## config.mk

```make
export PLATFORM = sky130hd
export DESIGN_NAME = lsod_track
export DESIGN_NICKNAME = d
export VERILOG_FILES = /design/src/design/lsod_pkg.sv /design/src/design/lsod_track.sv
export SDC_FILE = /design/constraint.sdc
export NUM_CORES = 1
export LEC_CHECK = 0
export ABC_AREA = 1
export BUFFER_PORTS_ARGS = -buffer_cell sky130_fd_sc_hd__buf_4
export CAP_MARGIN = 10
export CORE_MARGIN = 5
export CORE_UTILIZATION = 49
export CTS_CLUSTER_DIAMETER = 200
export DETAILED_ROUTE_END_ITERATION = 8
export HOLD_SLACK_MARGIN = 0.08
export PLACE_DENSITY_LB_ADDON = 0.08
export SYNTH_ARGS = -nofsm -noshare
export SYNTH_HDL_FRONTEND = slang
export SYNTH_SLANG_ARGS = --single-unit
```

## constraint.sdc

```tcl
create_clock -name clk -period 4.48 [get_ports clk]
set_clock_uncertainty 0.2 [all_clocks]
set_input_delay 0.896 -clock clk [delete_from_list [all_inputs] [get_ports clk]]
set_output_delay 0.896 -clock clk [all_outputs]
set_load 0.01 [all_outputs]
```

## src/design/lsod_pkg.sv

```systemverilog
// Shared types and constants for the laser segment obstacle detector.
// No dependencies; lsod_track, lsod_decide and the top-level unit import this package.
package lsod_pkg;

  // Fixed field widths
  localparam int RANGE_W    = 16;
  localparam int MIN_IDX_W  = 10;
  localparam int SHORT_W    = 11;
  localparam int CFG_IDX_W  = 3;
  localparam int CFG_DATA_W = 16;

  // Configuration register indexes
  typedef enum logic [CFG_IDX_W-1:0] {
    CFG_RANGE_MIN = 3'd0,
    CFG_RANGE_MAX = 3'd1,
    CFG_JUMP      = 3'd2,
    CFG_NEAR      = 3'd3,
    CFG_MIN_INDEX = 3'd4,
    CFG_SHORT_LEN = 3'd5
  } cfg_idx_e;

  // Reset values of the configuration registers
  localparam logic [RANGE_W-1:0]   RANGE_MIN_RST = 16'd100;
  localparam logic [RANGE_W-1:0]   RANGE_MAX_RST = 16'd30000;
  localparam logic [RANGE_W-1:0]   JUMP_RST      = 16'd300;
  localparam logic [RANGE_W-1:0]   NEAR_RST      = 16'd700;
  localparam logic [MIN_IDX_W-1:0] MIN_INDEX_RST = 10'd30;
  localparam logic [SHORT_W-1:0]   SHORT_LEN_RST = 11'd15;

  // Input word
  typedef struct packed {
    logic [RANGE_W-1:0] range_mm;
    logic               last_in_scan;
  } sample_t;

  // Result word
  typedef struct packed {
    logic obstacle;
    logic decided;
  } result_t;

  // Configuration register file contents
  typedef struct packed {
    logic [RANGE_W-1:0]   range_min_mm;
    logic [RANGE_W-1:0]   range_max_mm;
    logic [RANGE_W-1:0]   jump_mm;
    logic [RANGE_W-1:0]   near_mm;
    logic [MIN_IDX_W-1:0] min_index;
    logic [SHORT_W-1:0]   short_len;
  } cfg_t;

  // Tracker to decision stage: one accepted word and whether it closes a segment
  typedef struct packed {
    logic load;
    logic decide;
  } dec_req_t;

endpackage

```

## src/design/lsod_track.sv

```systemverilog
// Segment tracker: classifies each accepted sample, keeps the segment state and
// drives the segment store write and the middle-entry read. Uses lsod_pkg.
module lsod_track import lsod_pkg::*; #(
  parameter int SCAN_LEN = 1024
) (
  input  logic                        clk,
  input  logic                        rst,
  input  cfg_t                        cfg,
  input  sample_t                     sample,
  input  logic                        accept,
  output logic                        ram_we,
  output logic [$clog2(SCAN_LEN)-1:0] ram_waddr,
  output logic [$clog2(SCAN_LEN)-1:0] ram_widx,
  output logic [RANGE_W-1:0]          ram_wrange,
  output logic                        ram_re,
  output logic [$clog2(SCAN_LEN)-1:0] ram_raddr,
  output dec_req_t                    req
);

  localparam int IDX_W = $clog2(SCAN_LEN);
  localparam int CNT_W = $clog2(SCAN_LEN + 1);
  localparam int CMP_W = (CNT_W > SHORT_W) ? CNT_W : SHORT_W;

  logic [CNT_W-1:0]   count, count_next;
  logic               in_seg, in_seg_next;
  logic [RANGE_W-1:0] prev_range;
  logic [IDX_W-1:0]   sample_idx, sample_idx_next;

  logic               in_range, rise, fall, push, decide, is_short, not_full;
  logic [RANGE_W:0]   up_d, down_d;

  // Neighbor step and validity
  always_comb begin
    in_range = (sample.range_mm >= cfg.range_min_mm) && (sample.range_mm <= cfg.range_max_mm);
    up_d     = {1'b0, sample.range_mm} - {1'b0, prev_range};
    down_d   = {1'b0, prev_range} - {1'b0, sample.range_mm};
    rise     = !up_d[RANGE_W] && (up_d[RANGE_W-1:0] > cfg.jump_mm);
    fall     = !down_d[RANGE_W] && (down_d[RANGE_W-1:0] > cfg.jump_mm);
    is_short = CMP_W'(count) < CMP_W'(cfg.short_len);
    not_full = count < CNT_W'(SCAN_LEN);
  end

  // Segment decisions for the accepted word
  always_comb begin
    count_next      = count;
    in_seg_next     = in_seg;
    sample_idx_next = sample_idx;
    push            = 1'b0;
    decide          = 1'b0;
    if (accept) begin
      if (!in_range) begin
        if (in_seg) begin
          decide      = 1'b1;
          count_next  = '0;
          in_seg_next = 1'b0;
        end
      end else if (in_seg) begin
        if (rise || (fall && is_short)) begin
          count_next  = '0;
          in_seg_next = 1'b0;
        end else if (!fall) begin
          push = 1'b1;
        end
      end else begin
        push        = 1'b1;
        in_seg_next = 1'b1;
      end
      // count saturates at the store depth
      if (push && not_full) begin
        count_next = count + CNT_W'(1);
      end
      // end of scan clears the segment; only an out-of-range closing word still decides
      if (sample.last_in_scan) begin
        count_next      = '0;
        in_seg_next     = 1'b0;
        sample_idx_next = '0;
      end else if (sample_idx == IDX_W'(SCAN_LEN - 1)) begin
        sample_idx_next = '0;
      end else begin
        sample_idx_next = sample_idx + IDX_W'(1);
      end
    end
  end

  always_ff @(posedge clk) begin
    if (rst) begin
      count      <= '0;
      in_seg     <= 1'b0;
      prev_range <= '0;
      sample_idx <= '0;
    end else begin
      count      <= count_next;
      in_seg     <= in_seg_next;
      sample_idx <= sample_idx_next;
      if (accept) begin
        prev_range <= sample.range_mm;
      end
    end
  end

  // Store port: a closing word never writes, so no same-cycle collision
  assign ram_we     = push && not_full;
  assign ram_waddr  = count[IDX_W-1:0];
  assign ram_widx   = sample_idx;
  assign ram_wrange = sample.range_mm;
  assign ram_re     = decide;
  assign ram_raddr  = IDX_W'(count >> 1);

  assign req.load   = accept;
  assign req.decide = decide;

endmodule

```

# After elaboration in Yosys (flattened, before gate mapping)
# Index checks and enable logic that the tools add are counted.
# classes
add_sub_neg,4
order_cmp,6
eq_ne,2
muxes,21
reduce_logical,11
# op_table
op,n
two-way mux 11 bit,6
subtractor 16 x 16 -> 17 bit,2
greater-than comparator 16 bit,2
two-way mux 10 bit,2
greater-or-equal comparator 16 bit,1
<= comparator 16 bit,1
two-way mux 1 bit,13
adder 11 x 1 -> 11 bit (second input constant),1
< comparator 11 bit,1
< comparator 11 bit (second input constant),1
adder 10 x 1 -> 10 bit (second input constant),1
== test 10 bit (second input constant),1
logical AND 1 bit,6
inequality test 4 x 2 -> 1 bit (second input constant),1
AND reduction 3 bit,1
nonzero test 3 bit,1
logical NOT 1 bit,2
logical OR 1 bit,1
# totals
regBits,38
out_inout_bits,50

# Depth between registers and ports, before layout
# Gate-level depths: netlist (run 1).
# depth
word_depth,12
mapped_depth,28
ltp_nobuf,26

# Least setup slack after synthesis (run 1)
# No wires, ideal clock.
# synth_path
path_kind,input port to output port
start,input port sample[1] (netlist bit)
end,output port ram_we
t_arrival_ps,3410
path_slack_ps,-26
stages,20
path_buffers,0
path_cell_list,inv_1 ha_1 inv_1 fa_1 a211oi_1 o221ai_1 xor2_1 ha_1 nand2_1 nor2_1 nand2_1 inv_1 nand2_1 nor2_1 a21oi_2 nand2_1 nand2_1 nand2_2 nand3_4 inv_1
# synth_via
elab_chain_len,11
word_cells_on_any_way,20
cone_classes,2 x add/sub; 4 x order compare; 6 x mux; 8 x reduce/logical
# synth_rtl
item,line_no,text
start: declaration,lsod_track.sv:9,"input sample_t sample,"
subtractor 16 x 16 -> 17 bit,lsod_track.sv:36,"down_d = {1'b0, prev_range} - {1'b0, sample.range_mm};"
greater-than comparator 16 bit or logical NOT 1 bit (tied branches),lsod_track.sv:38,fall = !down_d[RANGE_W] && (down_d[RANGE_W-1:0] > cfg.jump_mm);
logical AND 1 bit,lsod_track.sv:38,
logical AND 1 bit,lsod_track.sv:58,if (rise || (fall && is_short)) begin
logical OR 1 bit,lsod_track.sv:58,
two-way mux 1 bit,lsod_track.sv:58,
two-way mux 1 bit,lsod_track.sv:57,end else if (in_seg) begin
two-way mux 1 bit *,lsod_track.sv:51,if (!in_range) begin
two-way mux 1 bit * (2 in a row),lsod_track.sv:50,if (accept) begin
logical AND 1 bit *,lsod_track.sv:102,assign ram_we = push && not_full;
end: declaration,lsod_track.sv:11,"output logic ram_we,"
# Every way passes the cells marked *; elsewhere a longest branch is shown, timed or not. The select of a mux whose other input is x is not followed.

# Final worst setup path (run 1)
# Ends and elaborated chain as after synthesis.

==> results of run 1 <==
## logic make-up (layout without fill, tap and decap cells)
group | count (synthesis) | in the layout | synth area share
and+or+nand+nor | 312 | 312 | 0.237
DFF | 38 | 38 | 0.137
buffers and inverters | 215 | 391 | 0.170
xor gates and xnor gates | 34 | 34 | 0.0535
AOI/OAI and AO/OA | 154 | 154 | 0.154
adders and majority gates | 109 | 109 | 0.248
## worst min-delay path: stages, from the launching register on
cell and delay (ns):
dfxtp_1 0.32, nand2_1 0.06, a21oi_1 0.06
## metrics by stage
step | instances | area (µm²)
after detailed placement | 1168 | 7020
final | 1181 | 7640
after global routing | 1181 | 7640
after floorplan | 862 | 5570
after CTS | 1179 | 7390
after global placement | 1168 | 7020
## cells in the final DEF, fill, tap and decap left out, drive strengths merged, types with 2 or more instances in the layout
cell type  count
fa             2
a21oi         89
a211oi         3
nand3b         2
a31oi          3
nor3           8
and3           2
dfxtp         38
buf          218
o21a           2
nand4         19
a21o           4
nand3         24
ha           107
xnor2          5
o21ai         41
o221ai         2
nor2          65
o211ai         3
clkbuf         6
o21bai         3
inv          165
nand2        190
xor2          29
## per-layer routing
metal,vias to the layer above,GRT usage
met5,-,0
met4,0,0.0436
met3,10,0.0358
met2,113,0.329
met1,2429,0.300
li1,3088,-
## area by class of cell
| cell class | instances | area [µm²] |
|---|---|---|
| repair buffers | 218 | 1660 |
| clock buffers | 6 | 139 |
| inverters | 165 | 629 |
| well taps | 143 | 179 |
| flip-flops and latches | 38 | 761 |
| multi-input cells | 609 | 4260 |
| clock inverters | 2 | 12.5 |
| fillers | 1036 | 3630 |
## power by group through the flow
stage          registers [µW]  clock network (µW)  logic, µW
2_1_floorplan             395                   0        528
3_3_place_gp              397                   0        826
3_5_place_dp              398                   0        839
4_1_cts                   392                 372        884
5_1_grt                   398                 387       1060
6_report                  394                 367        940
## worst paths after layout
path | slack, ns | depth (start not counted) | end
max | -0.21 | 22 | ram_we
min | 0.28 | 2 | ram_widx[6]
max reg2reg | 0.67 | 27 | count[10]
min reg2reg | 0.28 | 2 | ram_widx[6]
## state kept, by name (all words and copies together), names as in the netlist
name	flops
ram_widx	10
in_seg	1
prev_range	16
count	11
## repair_timing
item / 4_1_cts / 5_1_grt
buffers inserted: 3 / 2
gates resized for setup: 48 / 61
gates cloned: 0 / 0
endpoints found under the setup margin: 1 / 1
pin swaps: 17 / 25
hold buffers: 0 / 0
==> flow_summary.toml, run 1 <==
[run_status]
status = "finished, violations left"
violations = "setup timing"

[global_routing]
grt_overflow = 0
grt_max_degree = 40
grt_pass1_wl_um = 23300
grt_antenna_before_repair = 0
grt_usage = 0.209
first_global_vias = 5242

[sta]
fin_ws_ns = -0.211
setup_viol = 1
tns_ns = -0.211
rsz0062_at_grt = "true"
drv_slew = 0
timing.fmax_ghz = 0.213
finalHoldViolations = 0
final.period_utilization = 1.05
max_slew_margin = 0.516
hold_ws_ns = 0.284
worst_slew_pin_slew_ns = 0.725
min_period_ns = 4.69

[power_and_ir_drop]
power_uw = 1700
power_density_mw_per_mm2 = 223
ir_worst_vdd_v = 0.000174
power_frac_comb = 0.552
p_seq_frac = 0.232
swShare = 0.395
switchingPower_uw = 673
p_clk_frac = 0.216
p_leak_uw = 0.00410
intPower_uw = 1030

[route]
drt-wirelength-per-cell_um = 12.3
vias = 5640
route.met3.wl_um = 919
drt_iter0_drc = 193
firstDrtPassIters = 4
routed_wl_um = 14600
viasPerCell = 4.78
wl_met2_um = 6310
ant_nets = 0
routed.top_layer = "met4"
drc = 0
m1WireLength_um = 7210

[final_layout]
layout.nets = 1251
n_antenna_cell = 0
syn_to_final_growth_pct = 37.3
layout-drive-gt1-share = 0.308
utilization = 0.678

[worst_setup_path]
critPathMaxStageDelay_ns = 0.42
crit_family = "adder cells"
crit_path_frequent_cell = "nand2_2"
crit_start = "sample[1]"
critPathSlowestCell = "fa_2"
cp_num_buf_inv = 6
crit_arrival_ns = 3.60
worstPathCellList = "buf_8, inv_4, ha_4, inv_4, fa_2, a211oi_4, o221ai_2, xor2_1, ha_1, nand2_1, nor2_4, nand2_2, inv_2, nand2_2, nor2_4, a21oi_2, nand2_2, nand2_2, nand2_2, nand3_4, inv_2, buf_6"
r2r-start = "prev_range[0]"
cp-end-kind = "output pin"
path_class = "in2out"
cp-start-kind = "input port"
required_ns = 3.38
crit_fanout = 3

[clock_tree]
htree_levels = 2
root_buffer = "clkbuf_16"
clk_latency_ns = 0.29
numCtsBuffers = 5
cts_tree = "built"
clkSinkCount = 38
clk_path_buf_depth = 2
clk_pin_slew_ns = 0.06

[floorplanning]
dieArea_mm2 = 0.0136
num_io_pins = 155
start_util = 0.494
die_h_um = 117
coreArea_mm2 = 0.0113
die_w_um = 117
num_rows = 39

[yosys]
syn-num-nets = 1076
ys.warnings.count = 0
synthCells = 862
synthMostInstantiatedCell = "nand2_1"
asyncSetResetFlopFracSynth = 0
synth_ff_type = "dfxtp_1"
synth_top_cell_area_share = 0.241
synth_area_leaders = "ha_1 24%, dfxtp_1 14%, nand2_1 12%"
syn_area_mm2 = 0.00556
synth.largest_area_cell = "ha_1"
synth_common_cells = "182 x nand2_1, 164 x inv_1, 107 x ha_1"
synth-edff-count = 0
yosysSeqAreaShare = 0.137
ys_types = 40
ys_seq_elements = 38
syn_avg_cell_area_um2 = 6.45

[hold_path]
hold_start = "ram_widx[6]"
hold_class = "reg2reg"

[job]
drv_cap = 0

[place]
place_ws_ns = -0.449
post-dp-hpwl_um = 11800
port_buffers = 128
place.gp.congestion = 0.902
Power figures use the tool's default switching activity.
==> inputs of run 2 (changes only) <==
- ABC_AREA: 1 -> default
- CORE_UTILIZATION: 49 -> 30
==> run 2 against run 1 <==
The run still ends with setup timing left. Non-clock buffer count up 28. Clock-buffer cell count unchanged. Combinational power down 18%. Final cell count down 4.8%. Largest cell class unchanged. Largest power group unchanged.
==> flow_summary.toml, run 2 <==
[run_status]
status = "finished, violations left"
violations = "setup timing"

[place]
place.gp.congestion = 0.882
port_buffers = 128
placed_area_mm2 = 0.00706
place_ws_ns = -1.30
post-dp-hpwl_um = 14000

[power_and_ir_drop]
swShare = 0.333
p_clk_frac = 0.301
switchingPower_uw = 537
power_density_mw_per_mm2 = 212
intPower_uw = 1080
power_frac_comb = 0.478
p_leak_uw = 0.00396
p_seq_frac = 0.221
ir_worst_vdd_v = 0.000185

[clock_tree]
root_buffer = "clkbuf_16"
numCtsBuffers = 5
clk_path_buf_depth = 2
clk_latency_ns = 0.29
htree_levels = 2
cts_tree = "built"
clkSinkCount = 38
clk_pin_slew_ns = 0.06

[final_layout]
largest_register_ffs = 16
syn_to_final_growth_pct = 45.7
layout-drive-gt1-share = 0.339
final_common_cell = "buf_4"
fin_area_mm2 = 0.00762
layout_common_cells = "234 x buf_4, 105 x inv_1, 101 x ha_1"
regMostFlops = "prev_range"
utilization = 0.444
n_antenna_cell = 0
layout.nets = 1112

[floorplanning]
num_io_pins = 155
coreArea_mm2 = 0.0172
die_h_um = 142
start_util = 0.305
die_w_um = 142
num_rows = 48
dieArea_mm2 = 0.0202

[sta]
worst_slew_pin_slew_ns = 0.982
min_period_ns = 5.53
finalHoldViolations = 0
setup_viol = 14
timing.fmax_ghz = 0.181
final.period_utilization = 1.23
tns_ns = -11.11
drv_slew = 0
rsz0062_at_grt = "true"
max_slew_margin = 0.340
fin_ws_ns = -1.05

[yosys]
syn-num-nets = 905
ys_seq_elements = 38
synth_common_cells = "109 x inv_1, 107 x ha_1, 69 x a21oi_1"
synthMostInstantiatedCell = "inv_1"
synth.largest_area_cell = "ha_1"
asyncSetResetFlopFracSynth = 0
ys.warnings.count = 0
synth_top_cell_area_share = 0.256
ys_types = 58
synth-edff-count = 0
synthCells = 691
yosysSeqAreaShare = 0.145
synth_area_leaders = "ha_1 26%, dfxtp_1 15%, inv_1 7.8%"
syn_avg_cell_area_um2 = 7.57
synth_ff_type = "dfxtp_1"
syn_area_mm2 = 0.00523

[global_routing]
grt_antenna_before_repair = 0
grt_max_degree = 33
first_global_vias = 5548
grt_usage = 0.164
grt_pass1_wl_um = 26900
grt_overflow = 0

[worst_setup_path]
crit_arrival_ns = 4.43
required_ns = 3.38
reg2reg_slack_ns = -0.65
cp-end-kind = "output pin"
cp-start-kind = "input port"
reg2reg_depth = 28
r2r-start = "prev_range[1]"
crit_fanout = 4
rr_endpoint = "count[6]"
path_class = "in2out"

[route]
vias = 5384
ant_nets = 0
viasPerCell = 4.79
firstDrtPassIters = 4
drt-wirelength-per-cell_um = 14.8
drt_iter0_drc = 159
drc = 0
routed_wl_um = 16700

[hold_path]
hold_start = "count[0]"
holdPathEnd = "count[0]"
worstHoldPathCells = 1
hold_class = "reg2reg"

[job]
drv_cap = 0
[run 2: cell count changes after synthesis, sizes merged, moves of 13 or more]
cell,before,now
nand2,190,26
inv,165,109
a21oi,89,69
nor2,65,47
a21o,4,21
mux2i,0,17
xor2,29,13
o21ai,41,28
[run 2: layout make-up]
type                       instances  area (µm²)
fill                            1772        9550
timing repair buffer             246        1900
clock buffer                       6         139
sequential                        38         761
multi-input combinational        498        4050
clock inverter                     2        60.1
inverter                         109         429
tap                              225         282
[run 2: power by group through the flow]
stage	Sequential, µW	Clock [µW]	Combinational [µW]
floorplan	364	0	406
global placement	363	0	709
detailed placement	364	0	721
CTS	356	504	752
global route	358	518	862
finish	356	485	772
[run 2: per-layer routing]
metal	vias up	GRT usage	share of wire
met5	-	0	0
met4	0	0.0465	0.017
met3	19	0.0296	0.045
met2	120	0.289	0.50
met1	2466	0.204	0.44
li1	2779	-	-
[run 2: logic make-up after synthesis]
group / after synthesis / synth area share
compound gates: 172 / 0.209
xor+xnor: 27 / 0.0452
fa+ha+maj: 109 / 0.264
buf+inv: 155 / 0.132
flops: 38 / 0.145
mux: 17 / 0.0325
simple gates: 173 / 0.173
[run 2: repair_timing]
| action | 4_1_cts | 5_1_grt |
|---|---|---|
| hold endpoints to repair | 0 | 0 |
| setup buffers | 3 | 15 |
| gates resized for setup | 26 | 26 |
| cloned | 1 | 0 |
| pin swaps | 27 | 22 |
| endpoints found under the setup margin | 15 | 15 |
| hold buffers | 0 | 0 |
[run 2: worst max path at each step]
stage / end / from / slack (ns)
after floorplan: ram_we / sample[4] / -0.66
after global placement: ram_we / sample[1] / -1.29
after detailed placement: ram_we / sample[1] / -1.30
after CTS: ram_we / sample[2] / -1.07
after global routing: ram_we / sample[1] / -1.23
final: ram_we / sample[1] / -1.05
[run 2: stage by stage]
step           hold WS [ns]  std cells  total power [µW]
2_1_floorplan         0.284        691               770
3_3_place_gp          0.303       1099              1070
3_5_place_dp          0.319       1099              1080
4_1_cts               0.328       1110              1610
5_1_grt               0.359       1124              1740
6_report              0.325       1124              1610
[run 2: critical path: stages]
cell and delay, ns:
buf_8 0.10, buf_12 0.12, inv_12 0.04, ha_4 0.12, inv_2 0.04, fa_2 0.34
nand3_2 0.07, and2_4 0.13, nor2b_1 0.04, o21ai_1 0.13, nand2b_1 0.12, a32oi_1 0.16
nand2_1 0.08, xor2_1 0.16, ha_1 0.30, nand4_1 0.14, buf_4 0.14, a21oi_2 0.03
or4_4 0.54, a32o_2 0.29, nand4bb_4 0.21, nor2_2 0.10, buf_4 0.12
