<file path="src/design/lsod_pkg.sv">
// Shared types and constants for the laser segment obstacle detector.
// No dependencies; lsod_track, lsod_decide and the top-level unit import this package.
package lsod_pkg;

  // Fixed field widths
  localparam int RANGE_W    = 16;
  localparam int MIN_IDX_W  = 10;
  localparam int SHORT_W    = 11;
  localparam int CFG_IDX_W  = 3;
  localparam int CFG_DATA_W = 16;

  // Configuration register indexes
  typedef enum logic [CFG_IDX_W-1:0] {
    CFG_RANGE_MIN = 3'd0,
    CFG_RANGE_MAX = 3'd1,
    CFG_JUMP      = 3'd2,
    CFG_NEAR      = 3'd3,
    CFG_MIN_INDEX = 3'd4,
    CFG_SHORT_LEN = 3'd5
  } cfg_idx_e;

  // Reset values of the configuration registers
  localparam logic [RANGE_W-1:0]   RANGE_MIN_RST = 16'd100;
  localparam logic [RANGE_W-1:0]   RANGE_MAX_RST = 16'd30000;
  localparam logic [RANGE_W-1:0]   JUMP_RST      = 16'd300;
  localparam logic [RANGE_W-1:0]   NEAR_RST      = 16'd700;
  localparam logic [MIN_IDX_W-1:0] MIN_INDEX_RST = 10'd30;
  localparam logic [SHORT_W-1:0]   SHORT_LEN_RST = 11'd15;

  // Input word
  typedef struct packed {
    logic [RANGE_W-1:0] range_mm;
    logic               last_in_scan;
  } sample_t;

  // Result word
  typedef struct packed {
    logic obstacle;
    logic decided;
  } result_t;

  // Configuration register file contents
  typedef struct packed {
    logic [RANGE_W-1:0]   range_min_mm;
    logic [RANGE_W-1:0]   range_max_mm;
    logic [RANGE_W-1:0]   jump_mm;
    logic [RANGE_W-1:0]   near_mm;
    logic [MIN_IDX_W-1:0] min_index;
    logic [SHORT_W-1:0]   short_len;
  } cfg_t;

  // Tracker to decision stage: one accepted word and whether it closes a segment
  typedef struct packed {
    logic load;
    logic decide;
  } dec_req_t;

endpackage

</file>
<file path="src/design/lsod_decide.sv">
// Decision stage and result register: evaluates the middle entry read from the
// segment store, holds the obstacle flag and drives the result channel. Uses lsod_pkg.
module lsod_decide import lsod_pkg::*; #(
  parameter int IDX_W = 10
) (
  input  logic               clk,
  input  logic               rst,
  input  cfg_t               cfg,
  input  dec_req_t           req,
  input  logic [IDX_W-1:0]   mid_idx,
  input  logic [RANGE_W-1:0] mid_range,
  input  logic               result_stall,
  output logic               result_valid,
  output result_t            result,
  output logic               hold
);

  localparam int CMP_W = (IDX_W > MIN_IDX_W) ? IDX_W : MIN_IDX_W;

  logic s1_valid, s1_dec;
  logic advance, flag, flag_new;

  // Stage 1 moves on when the result register is free or being emptied
  assign advance = s1_valid && !(result_valid && result_stall);
  assign hold    = s1_valid && result_valid && result_stall;

  always_comb begin
    flag_new = flag;
    if (s1_dec) begin
      flag_new = (CMP_W'(mid_idx) > CMP_W'(cfg.min_index)) && (mid_range < cfg.near_mm);
    end
  end

  always_ff @(posedge clk) begin
    if (rst) begin
      s1_valid     <= 1'b0;
      s1_dec       <= 1'b0;
      result_valid <= 1'b0;
      flag         <= 1'b0;
    end else begin
      if (req.load) begin
        s1_valid <= 1'b1;
        s1_dec   <= req.decide;
      end else if (advance) begin
        s1_valid <= 1'b0;
      end
      if (advance) begin
        result_valid <= 1'b1;
        flag         <= flag_new;
      end else if (!result_stall) begin
        result_valid <= 1'b0;
      end
    end
  end

  // Result payload
  always_ff @(posedge clk) begin
    if (advance) begin
      result.obstacle <= flag_new;
      result.decided  <= s1_dec;
    end
  end

endmodule

</file>
<file path="config.mk">
export PLATFORM = sky130hd
export DESIGN_NAME = lsod_decide
export DESIGN_NICKNAME = d
export VERILOG_FILES = /design/src/design/lsod_pkg.sv /design/src/design/lsod_decide.sv
export SDC_FILE = /design/constraint.sdc
export NUM_CORES = 1
export LEC_CHECK = 0
export BUFFER_PORTS_ARGS = -buffer_cell sky130_fd_sc_hd__buf_2
export CAP_MARGIN = 20
export CORE_MARGIN = 1
export CORE_UTILIZATION = 31
export DETAILED_ROUTE_END_ITERATION = 8
export PLACE_DENSITY = 0.82
export SLEW_MARGIN = 20
export SYNTH_ARGS = -nofsm -noshare
export SYNTH_HDL_FRONTEND = slang
export SYNTH_SLANG_ARGS = --single-unit
</file>
<file path="constraint.sdc">
create_clock -name clk -period 2.1 [get_ports clk]
set_input_delay 0 -clock clk [delete_from_list [all_inputs] [get_ports clk]]
set_output_delay 0 -clock clk [all_outputs]
set_load 0.02 [all_outputs]
</file>
=== Word-level counts from Yosys, hierarchy flattened ===
Cells that the tools add are included.

* Flip-flop bits (word level): 6

* Order comparisons: 2
* Reduce and logical (&&, ||, !) cells: 7
* Mux-type cells: 5
* Equality and inequality tests: 1

{| class="wikitable"
|+ Operators with widths
! kind !! number
|-
| < comparator 16 bit || 1
|-
| > comparator 10 bit || 1
|-
| logical AND 1 bit || 5
|-
| two-way mux 1 bit || 5
|-
| inequality test 2 x 1 -> 1 bit, second input constant || 1
|-
| nonzero test 2 bit || 1
|-
| zero test 1 bit || 1
|}

=== Depth between registers and ports, before layout ===
Gate-level depths: netlist (run 1).

* Word-level depth: 5
* Gate-level depth with buffers: 7
* Gate-level depth less buffers: 7

=== Worst setup path before layout (run 1) ===
Ideal clock, no wire load.

* Path type: input port to flip-flop
* From: in cfg[16] (netlist name)
* To: reg flag
* Stages: 7
* Required time: 2012 ps
* Data arrival time: 1483 ps
* Slack: 529 ps
* Path through: inv_1 > ha_1 > nand4_1 > a211oi_1 > a2111oi_0 > or4_1 > o32ai_2

* Longest elaborated chain between the ends: 3

{| class="wikitable"
|+ RTL lines
! element !! RTL line !! RTL
|-
| start, declared || lsod_decide.sv:8 || <nowiki>input cfg_t cfg,</nowiki>
|-
| > comparator 10 bit || lsod_decide.sv:30 || <nowiki>flag_new = (CMP_W'(mid_idx) > CMP_W'(cfg.min_index)) && (mid_range < cfg.near_mm);</nowiki>
|-
| logical AND 1 bit || lsod_decide.sv:30 ||
|-
| two-way mux 1 bit || lsod_decide.sv:29 || <nowiki>if (s1_dec) begin</nowiki>
|-
| end signal, assigned || lsod_decide.sv:49 || <nowiki>flag <= flag_new;</nowiki>
|-
| end, declared || lsod_decide.sv:21 || <nowiki>logic advance, flag, flag_new;</nowiki>
|}

No other way between the ends.
A chain may end at the register's enable or synchronous reset.

=== Worst setup path in the final report (run 1) ===
Ends and elaborated chain as after synthesis.

==> impl_metrics.yaml, run 1 <==
outcome:
  outcome: "finished clean"
logic_synthesis:
  synth_top_cells_by_area: "sky130_fd_sc_hd__ha_1, sky130_fd_sc_hd__inv_1, sky130_fd_sc_hd__dfxtp_1"
  post_synth_instance_area_um2: 858
  synthesis.instances: 108
  yosysTopAreaCellShare_pct: 36.4
  synth_most_common_cell: "sky130_fd_sc_hd__inv_1"
  synth.net_count: 249
  synth_flop_cell: "sky130_fd_sc_hd__dfxtp_1"
  synth_seq_area_share_pct: 16.3
  synth_area_per_cell_um2: 7.95
  async_set_or_reset_flop_fraction_in_the_synthesized_netlist_pct: 0
  synth-edff-count: 2
  synth_cell_type_count: 25
  yosys_warnings: 0
  postSynthRegisterBits: 6
  post_synth_most_frequent_cells: "sky130_fd_sc_hd__inv_1, sky130_fd_sc_hd__ha_1, sky130_fd_sc_hd__a21oi_1, sky130_fd_sc_hd__nand2_1, sky130_fd_sc_hd__nor2_1"
  synth_top_area_cell: "sky130_fd_sc_hd__ha_1"
die:
  core_um2: 2540
  floorplan.rows: 18
  die_footprint_um2: 2980
  die_w_um: 54.6
  floorplan.die.height_um: 54.6
  pin_count: 120
  floorplan.initialDensity_pct: 33.7
detailed_routing:
  drcViolationCount: 0
  drt.antenna.violating_nets: 0
  dr.pass1.iters: 3
  drt_iter0_drc: 6
  routed_length_per_instance_um: 9.25
  avgViaCountPerCell: 4.55
  wl_um: 1900
  detailroute.via_count: 932
clock_network:
  clock_insertion_delay_worst_skew_ns: 0.24
  root_buffer: "sky130_fd_sc_hd__clkbuf_4"
  cts.htree.levels: 1
  cts_inserted_buffers: 3
  postCtsSetupBuffers: 0
  cts_tree: "yes"
  clock_sinks: 6
  worst_setup_hold_path_clk_slew_ns: 0.05
  cts_hold_bufs: 3
  cts_repair_resize_count: 0
  clock_tree.buffer_depth: 2
sta:
  post-route-min-period_ns: 1.57
  report.final.hold_viol_count: 0
  finalMaxSlewViolations: 0
  max-slew-margin-rel_pct: 66.1
  fmax_mhz: 635
  worstMarginPinSlew_ns: 0.504
  setup_viol: 0
  timing.final.ws_setup_ns: 0.525
  total_negative_setup_slacks_ns: 0
  rsz0062_at_grt: "false"
  fin_skew_ns: 0.0100
  timing.final.crit_share_pct: 75.0
  hold-worst-slack_ns: 0.0145
placement:
  postPlaceCellArea_um2: 1200
  post-dp-hpwl_um: 1740
  place_congestion: 0.703
  dpl_worst_slack_ns: 0.281
  placement.io_buffers: 60
global_route:
  globalRouteOverflowTotal: 0
  grt_pass1_vias: 880
  grt_start_max_net_pins: 6
  grt_first_pass_wirelength_um: 3010
  groute.usage.overall_pct: 13.9
  antenna_violations_before_repair: 0
worst_setup_path:
  critical_path_arrival_ns: 1.72
  rr_endpoint: "flag$_SDFFE_PP0P_"
  timing_worst_setup_path_type: "input pin to register"
  worstSetupStartpointType: "input pin"
  peak_fanout_along_the_critical_path: 3
  worstSetupEndpointType: "register"
  crit-reg2reg-launch: "s1_dec$_SDFFE_PP0P_"
  path_depth_of_the_worst_reg2reg_path: 3
  cp.required_ns: 2.25
  regToRegSetupSlack_ns: 0.69
final_layout:
  fillerInstances: 256
  multi_input_area_um2: 609
  final_net_count: 317
  insertedDiodeCount: 0
  proportion_of_layout_cells_with_a_drive_suffix_above_1_pct: 37.1
  ff_latch_area_um2: 140
  layout.cell_area.non_filler_um2: 1250
  areaGrowthSynthToFinish_pct: 45.9
run:
  max_capacitance_violation_count: 0
min_path:
  timing.hold.worst_path_depth: 3
  hold_start: "result_stall"
  hold_path_class: "input pin to register"
  worst_hold_path.endpoint: "result_valid$_SDFFE_PP0P_"
pwr:
  power.density_cell_area_nw_per_um2: 327
  total_leakage_power_nw: 0.758
  worst_ir_drop_vdd_uv: 236
kinds of logic after synthesis:
| family | count (synthesis) | share of synthesized area [%] |
|---|---|---|
| flops | 6 | 16.3 |
| simple gates | 26 | 15.9 |
| buf+inv | 29 | 12.7 |
| mux | 1 | 1.17 |
| compound gates | 21 | 17.5 |
| fa+ha+maj | 25 | 36.4 |
per-layer routing:
layer | wire, µm | share of wire [%] | track usage [%]
met1 | 836 | 44 | 13.6
met2 | 871 | 46 | 27.9
met3 | 169 | 8.9 | 3.61
met4 | 19 | 1.0 | 3.85
met5 | 0 | 0 | 0
how the worst max path moves through the flow:
| stage | start | to | slack, ns | cells past startpoint |
|---|---|---|---|---|
| CTS | cfg[16] | flag$_SDFFE_PP0P_ | 0.54 | 8 |
| floorplan | cfg[16] | flag$_SDFFE_PP0P_ | 0.53 | 7 |
| detailed placement | cfg[16] | flag$_SDFFE_PP0P_ | 0.28 | 8 |
| global route | cfg[22] | flag$_SDFFE_PP0P_ | 0.37 | 7 |
| finish | cfg[16] | flag$_SDFFE_PP0P_ | 0.53 | 8 |
| global placement | cfg[16] | flag$_SDFFE_PP0P_ | 0.31 | 8 |
flip-flops by register name, indices dropped and copies added (netlist names):
| name | flops |
|---|---|
| result_valid | 1 |
| result | 2 |
| s1_valid | 1 |
| flag | 1 |
| s1_dec | 1 |
where the power goes:
group,internal [W],switching [W]
Sequential,0.000126,0.00000337
Clock,0.0000718,0.0000397
Combinational,0.0000910,0.0000773
Total,0.000289,0.000120
placed cells by master (no fill, tap or decap), drive strengths merged, types with 2 or more instances in the layout:
cell,count
clkbuf,4
o21ai,4
inv,29
ha,25
nand2,6
edfxtp,2
dlygate4sd3,3
and3,2
nor2,6
a21oi,6
dfxtp,4
nand4,4
buf,60
a21o,2
nand2b,3
a2111oi,3
a211oi,2
critical path, stage by stage:
cell and delay, ns:
sky130_fd_sc_hd__buf_2 0.07, sky130_fd_sc_hd__inv_1 0.03, sky130_fd_sc_hd__ha_1 0.30, sky130_fd_sc_hd__nand4_1 0.12, sky130_fd_sc_hd__a211oi_1 0.25, sky130_fd_sc_hd__a2111oi_0 0.11, sky130_fd_sc_hd__or4_1 0.58, sky130_fd_sc_hd__o32ai_2 0.26
cell type report:
type                    instances  share of cell area, %
inverters                      29                   8.69
flip-flops and latches          6                   11.2
clock buffers                   4                   2.10
well taps                      30                   3.00
multi-input cells              73                   48.7
repair buffers                 63                   26.4
per-stage QoR:
stage	instances	util (%)	total power, W
after CTS	205	49.2	0.000421
after floorplan	108	-	0.000221
after global routing	205	49.2	0.000455
after global placement	198	47.0	0.000293
after detailed placement	198	47.0	0.000297
final	205	49.2	0.000409
Power figures use the tool's default switching activity.
==> inputs of run 2 (changes only) <==
- clock period: 2.1 -> 1.6 ns (I/O delays scaled with it)
==> impl_metrics.yaml, run 2 (same netlist as run 1, synthesis figures left out) <==
final_layout:
  areaGrowthSynthToFinish_pct: 46.4
  proportion_of_layout_cells_with_a_drive_suffix_above_1_pct: 39.4
  mostFrequentLayoutCells: "sky130_fd_sc_hd__buf_2, sky130_fd_sc_hd__inv_1, sky130_fd_sc_hd__ha_1"
  fillerInstances: 245
  insertedDiodeCount: 0
  largest_register_ffs: 2
  final_net_count: 318
  most_flops_register: "result"
  final_common_cell: "sky130_fd_sc_hd__buf_2"
detailed_routing:
  detailroute.via_count: 952
  dr.pass1.iters: 4
  drt.antenna.violating_nets: 0
  routed_length_per_instance_um: 9.51
  wl_um: 1950
  drt_iter0_drc: 10
  avgViaCountPerCell: 4.64
  drcViolationCount: 0
sta:
  report.final.hold_viol_count: 0
  rsz0062_at_grt: "false"
  post-route-min-period_ns: 1.50
  timing.final.crit_share_pct: 93.7
  fin_skew_ns: 0.00643
  max-slew-margin-rel_pct: 66.4
  total_negative_setup_slacks_ns: 0
  setup_viol: 0
  worstMarginPinSlew_ns: 0.500
  timing.final.ws_setup_ns: 0.101
  finalMaxSlewViolations: 0
  fmax_mhz: 667
clock_network:
  cts_tree: "yes"
  postCtsSetupBuffers: 0
  cts_inserted_buffers: 3
  clock_insertion_delay_worst_skew_ns: 0.25
  worst_setup_hold_path_clk_slew_ns: 0.05
  clock_sinks: 6
  cts.htree.levels: 1
  clock_tree.buffer_depth: 2
  root_buffer: "sky130_fd_sc_hd__clkbuf_4"
pwr:
  pwr-share-seq_pct: 31.5
  sw_ratio_pct: 30.8
  total_leakage_power_nw: 0.762
  total_switching_power_w: 0.000167
  power.density_cell_area_nw_per_um2: 431
  power.clock.fraction_pct: 26.4
  comb_power_share_pct: 42.1
  power_report.internal_total_w: 0.000374
  worst_ir_drop_vdd_uv: 216
die:
  core_um2: 2540
  floorplan.rows: 18
  floorplan.die.height_um: 54.6
  die_w_um: 54.6
  pin_count: 120
  floorplan.initialDensity_pct: 33.7
  die_footprint_um2: 2980
worst_setup_path:
  timing_worst_setup_path_type: "input pin to register"
  cp.required_ns: 1.77
  critical_path_arrival_ns: 1.66
  peak_fanout_along_the_critical_path: 3
  worstSetupStartpointType: "input pin"
  worstSetupEndpointType: "register"
min_path:
  hold_path_class: "input pin to register"
global_route:
  antenna_violations_before_repair: 0
  grt_first_pass_wirelength_um: 2970
  globalRouteOverflowTotal: 0
  grt_pass1_vias: 863
  groute.usage.overall_pct: 13.7
  grt_start_max_net_pins: 6
outcome:
  outcome: "finished clean"
placement:
  post-dp-hpwl_um: 1800
  placement.io_buffers: 60
  dpl_worst_slack_ns: -0.178
  place_congestion: 0.692
run:
  max_capacitance_violation_count: 0
-- run 2: changes by cell type in the layout (fill, tap and decap cells not counted) --
cell / before / now
sky130_fd_sc_hd__buf_4: 0 / 3
sky130_fd_sc_hd__dlygate4sd3_1: 3 / 1
sky130_fd_sc_hd__a211oi_1: 2 / 1
sky130_fd_sc_hd__a211oi_2: 0 / 1
sky130_fd_sc_hd__clkbuf_1: 1 / 0
-- run 2: path summary, 6_finish.rpt --
| kind | start | end | slack (ns) | cells after the start |
|---|---|---|---|---|
| max reg2reg | s1_dec$_SDFFE_PP0P_ | flag$_SDFFE_PP0P_ | 0.19 | 3 |
| max | cfg[16] | flag$_SDFFE_PP0P_ | 0.10 | 8 |
| min reg2reg | flag$_SDFFE_PP0P_ | flag$_SDFFE_PP0P_ | 0.50 | 2 |
| min | req[1] | s1_valid$_SDFFE_PP0P_ | 0.002 | 3 |
-- run 2: metal layers --
| metal | GRT usage (%) | vias up | routed length [µm] |
|---|---|---|---|
| li1 | - | 510 | - |
| met1 | 13.5 | 392 | 798 |
| met2 | 26.5 | 47 | 910 |
| met3 | 3.06 | 3 | 209 |
| met4 | 6.41 | 0 | 30 |
| met5 | 0 | - | 0 |
-- run 2: power by group through the flow --
stage | Clock (W) | Sequential [W] | Combinational [W]
5_1_grt | 0.000158 | 0.000171 | 0.000265
3_5_place_dp | 0 | 0.000173 | 0.000227
4_1_cts | 0.000145 | 0.000170 | 0.000230
2_1_floorplan | 0 | 0.000177 | 0.000114
6_report | 0.000143 | 0.000170 | 0.000228
3_3_place_gp | 0 | 0.000173 | 0.000222
-- run 2: cell type report --
class	instances	area, µm²	area share [%]
clock buffer	3	22.5	1.79
multi-input combinational	73	614	48.9
tap	30	37.5	2.99
inverter	29	109	8.67
timing repair buffer	64	333	26.5
sequential	6	140	11.2
-- run 2: worst max-delay path, cell delays in order --
cell                        delay (ns)
sky130_fd_sc_hd__buf_2            0.08
sky130_fd_sc_hd__inv_1            0.03
sky130_fd_sc_hd__ha_1             0.31
sky130_fd_sc_hd__nand4_1          0.14
sky130_fd_sc_hd__a211oi_2         0.20
sky130_fd_sc_hd__a2111oi_0        0.09
sky130_fd_sc_hd__or4_1            0.56
sky130_fd_sc_hd__o32ai_2          0.26
-- run 2: metrics by stage --
step	utilization (%)	instance area (µm²)	instances	hold WS, ns	power [W]
after floorplan	-	858	108	0.0724	0.000291
after CTS	49.2	1250	205	0.000663	0.000545
after global placement	47.9	1220	201	0.232	0.000395
after global routing	49.4	1260	205	0.0140	0.000595
after detailed placement	47.9	1220	201	0.241	0.000400
final	49.4	1260	205	0.00178	0.000541
-- run 2: what timing repair did --
action	CTS	global route
gates resized for setup	0	1
endpoints found under the hold margin	4	0
hold buffers	1	0
setup endpoints to repair	0	2
==> inputs of run 3 (changes only) <==
- ABC_AREA: default -> 1
- CELL_PAD_IN_SITES_DETAIL_PLACEMENT: default -> 0
- CELL_PAD_IN_SITES_GLOBAL_PLACEMENT: default -> 1
- CORE_UTILIZATION: 31 -> 19
- PLACE_DENSITY: 0.82 -> default
- PLACE_DENSITY_LB_ADDON: default -> 0.1
- TNS_END_PERCENT: default -> 30
==> impl_metrics.yaml, run 3 <==
logic_synthesis:
  synth-edff-count: 2
  yosysTopAreaCellShare_pct: 33.3
  synth_flop_cell: "sky130_fd_sc_hd__dfxtp_1"
  synth_area_per_cell_um2: 6.48
  synth_top_area_cell: "sky130_fd_sc_hd__ha_1"
  async_set_or_reset_flop_fraction_in_the_synthesized_netlist_pct: 0
  synth.net_count: 286
  synth_seq_area_share_pct: 14.9
  post_synth_instance_area_um2: 940
  post_synth_most_frequent_cells: "sky130_fd_sc_hd__inv_1, sky130_fd_sc_hd__nand2_1, sky130_fd_sc_hd__ha_1"
  postSynthRegisterBits: 6
  synth_most_common_cell: "sky130_fd_sc_hd__inv_1"
  synth_top_cells_by_area: "sky130_fd_sc_hd__ha_1, sky130_fd_sc_hd__inv_1, sky130_fd_sc_hd__nand2_1"
  synth_cell_type_count: 18
  yosys_warnings: 0
  synthesis.instances: 145
placement:
  post-dp-hpwl_um: 1870
  placement.io_buffers: 60
  place_congestion: 0.701
  dpl_worst_slack_ns: 0.273
  place_inst: 272
die:
  die_w_um: 72.3
  die_footprint_um2: 5230
  floorplan.rows: 25
  pin_count: 120
  floorplan.die.height_um: 72.3
  floorplan.initialDensity_pct: 19.8
  core_um2: 4750
detailed_routing:
  routed_length_per_instance_um: 7.37
  detailroute.via_count: 1010
  drcViolationCount: 0
  wl_um: 2040
  avgViaCountPerCell: 3.65
  drt.antenna.violating_nets: 0
  dr.pass1.iters: 2
  drt_iter0_drc: 26
final_layout:
  post-route-util_pct: 29.0
  most_flops_register: "result"
  proportion_of_layout_cells_with_a_drive_suffix_above_1_pct: 35.2
  final_cell_count_no_fill: 277
  insertedDiodeCount: 0
  areaGrowthSynthToFinish_pct: 46.7
  largest_register_ffs: 2
  final_common_cell: "sky130_fd_sc_hd__buf_2"
  mostFrequentLayoutCells: "sky130_fd_sc_hd__buf_2, sky130_fd_sc_hd__inv_1, sky130_fd_sc_hd__nand2_1"
  final_net_count: 352
sta:
  rsz0062_at_grt: "false"
  finalMaxSlewViolations: 0
  setup_viol: 0
  hold-worst-slack_ns: 0.0676
  timing.final.crit_share_pct: 67.9
  timing.final.ws_setup_ns: 0.513
  max-slew-margin-rel_pct: 85.4
  fin_skew_ns: 0.00216
  worstMarginPinSlew_ns: 0.217
  total_negative_setup_slacks_ns: 0
  fmax_mhz: 920
  post-route-min-period_ns: 1.09
  report.final.hold_viol_count: 0
global_route:
  globalRouteOverflowTotal: 0
  antenna_violations_before_repair: 0
  grt_pass1_vias: 931
  groute.usage.overall_pct: 8.09
  grt_start_max_net_pins: 5
  grt_first_pass_wirelength_um: 3460
pwr:
  worst_ir_drop_vdd_uv: 155
  total_leakage_power_nw: 0.867
  power.density_cell_area_nw_per_um2: 490
worst_setup_path:
  worstSetupStartpointType: "input pin"
  critical_path_arrival_ns: 1.06
  critical_path.top_delay_family: "simple AND/OR/NAND/NOR gates"
  rr_endpoint: "result[0]$_DFFE_PP_"
  critical_path.max_stage_delay_ns: 0.31
  crit-reg2reg-launch: "s1_valid$_SDFFE_PP0P_"
  cp.required_ns: 1.57
  path_depth_of_the_worst_reg2reg_path: 2
  crit_path_cell_trace: "buf_2, inv_1, ha_1, nand2_2, inv_1, a21oi_2, nand2_1, nor2_1, nor2_1, nand4_1, nand2_1"
  worstSetupEndpointType: "register"
  slowest_stage_cell_crit_path: "sky130_fd_sc_hd__ha_1"
  timing_worst_setup_path_type: "input pin to register"
  peak_fanout_along_the_critical_path: 3
  worstPathBufferInverterCount: 3
  regToRegSetupSlack_ns: 0.74
min_path:
  timing.hold.worst_path_depth: 3
  worst_hold_path.endpoint: "s1_dec$_SDFFE_PP0P_"
  hold_start: "req[0]"
  hold_path_class: "input pin to register"
clock_network:
  cts_tree: "yes"
  clock_tree.buffer_depth: 2
  postCtsSetupBuffers: 0
  cts_inserted_buffers: 3
  clock_insertion_delay_worst_skew_ns: 0.22
  cts.htree.levels: 1
  worst_setup_hold_path_clk_slew_ns: 0.04
  root_buffer: "sky130_fd_sc_hd__clkbuf_8"
  clock_sinks: 6
run:
  max_capacitance_violation_count: 0
outcome:
  outcome: "finished clean"
run 3: worst min-delay path: stages:
cell and delay [ns]:
sky130_fd_sc_hd__buf_2 0.10, sky130_fd_sc_hd__nor2_1 0.09, sky130_fd_sc_hd__a211oi_1 0.04
run 3: how the worst max path moves through the flow:
| stage | depth (start not counted) | end | slack, ns | start |
|---|---|---|---|---|
| 2_1_floorplan | 10 | result[1]$_DFFE_PP_ | 0.45 | cfg[20] |
| 3_3_place_gp | 11 | result[1]$_DFFE_PP_ | 0.27 | cfg[20] |
| 5_1_grt | 8 | result[1]$_DFFE_PP_ | 0.39 | cfg[36] |
| 6_report | 11 | result[1]$_DFFE_PP_ | 0.51 | cfg[20] |
| 4_1_cts | 11 | result[1]$_DFFE_PP_ | 0.49 | cfg[20] |
| 3_5_place_dp | 11 | result[1]$_DFFE_PP_ | 0.27 | cfg[20] |
run 3: kinds of logic (layout without fill, tap and decap cells):
logic type	after synthesis	count (layout)	share of synthesized area (%)
and+or+nand+nor	56	56	25.2
buffers and inverters	43	108	17.2
adders and majority gates	25	25	33.3
AOI/OAI and AO/OA	15	15	9.45
DFF	6	6	14.9
run 3: metrics by stage:
step / total power, W / cell area [µm²]
finish: 0.000675 / 1380
global route: 0.000735 / 1380
CTS: 0.000690 / 1380
detailed placement: 0.000436 / 1320
global placement: 0.000430 / 1320
floorplan: 0.000331 / 940
run 3: area by class of cell:
type | instances | area [µm²]
clock buffer | 4 | 45.0
fill | 543 | 3380
inverter | 43 | 161
multi-input combinational | 96 | 638
sequential | 6 | 140
tap | 67 | 83.8
timing repair buffer | 61 | 310
run 3: per-layer routing:
layer	vias up	GRT usage, %	share of wire [%]
met4	0	2.61	0
li1	575	-	-
met2	26	15.4	50
met5	-	0	0
met1	409	9.04	46
met3	0	1.39	4.3
run 3: what timing repair did:
item / CTS / global route
gates resized for setup: 0 / 0
hold buffers: 1 / 0
hold endpoints to repair: 2 / 0
run 3: where the power goes:
group | leakage, nW | switching (W) | internal (W)
sequential | 0.0524 | 0.00000468 | 0.000169
clock | 0.0228 | 0.0000710 | 0.000172
combinational | 0.792 | 0.000132 | 0.000126
total | 0.867 | 0.000208 | 0.000467
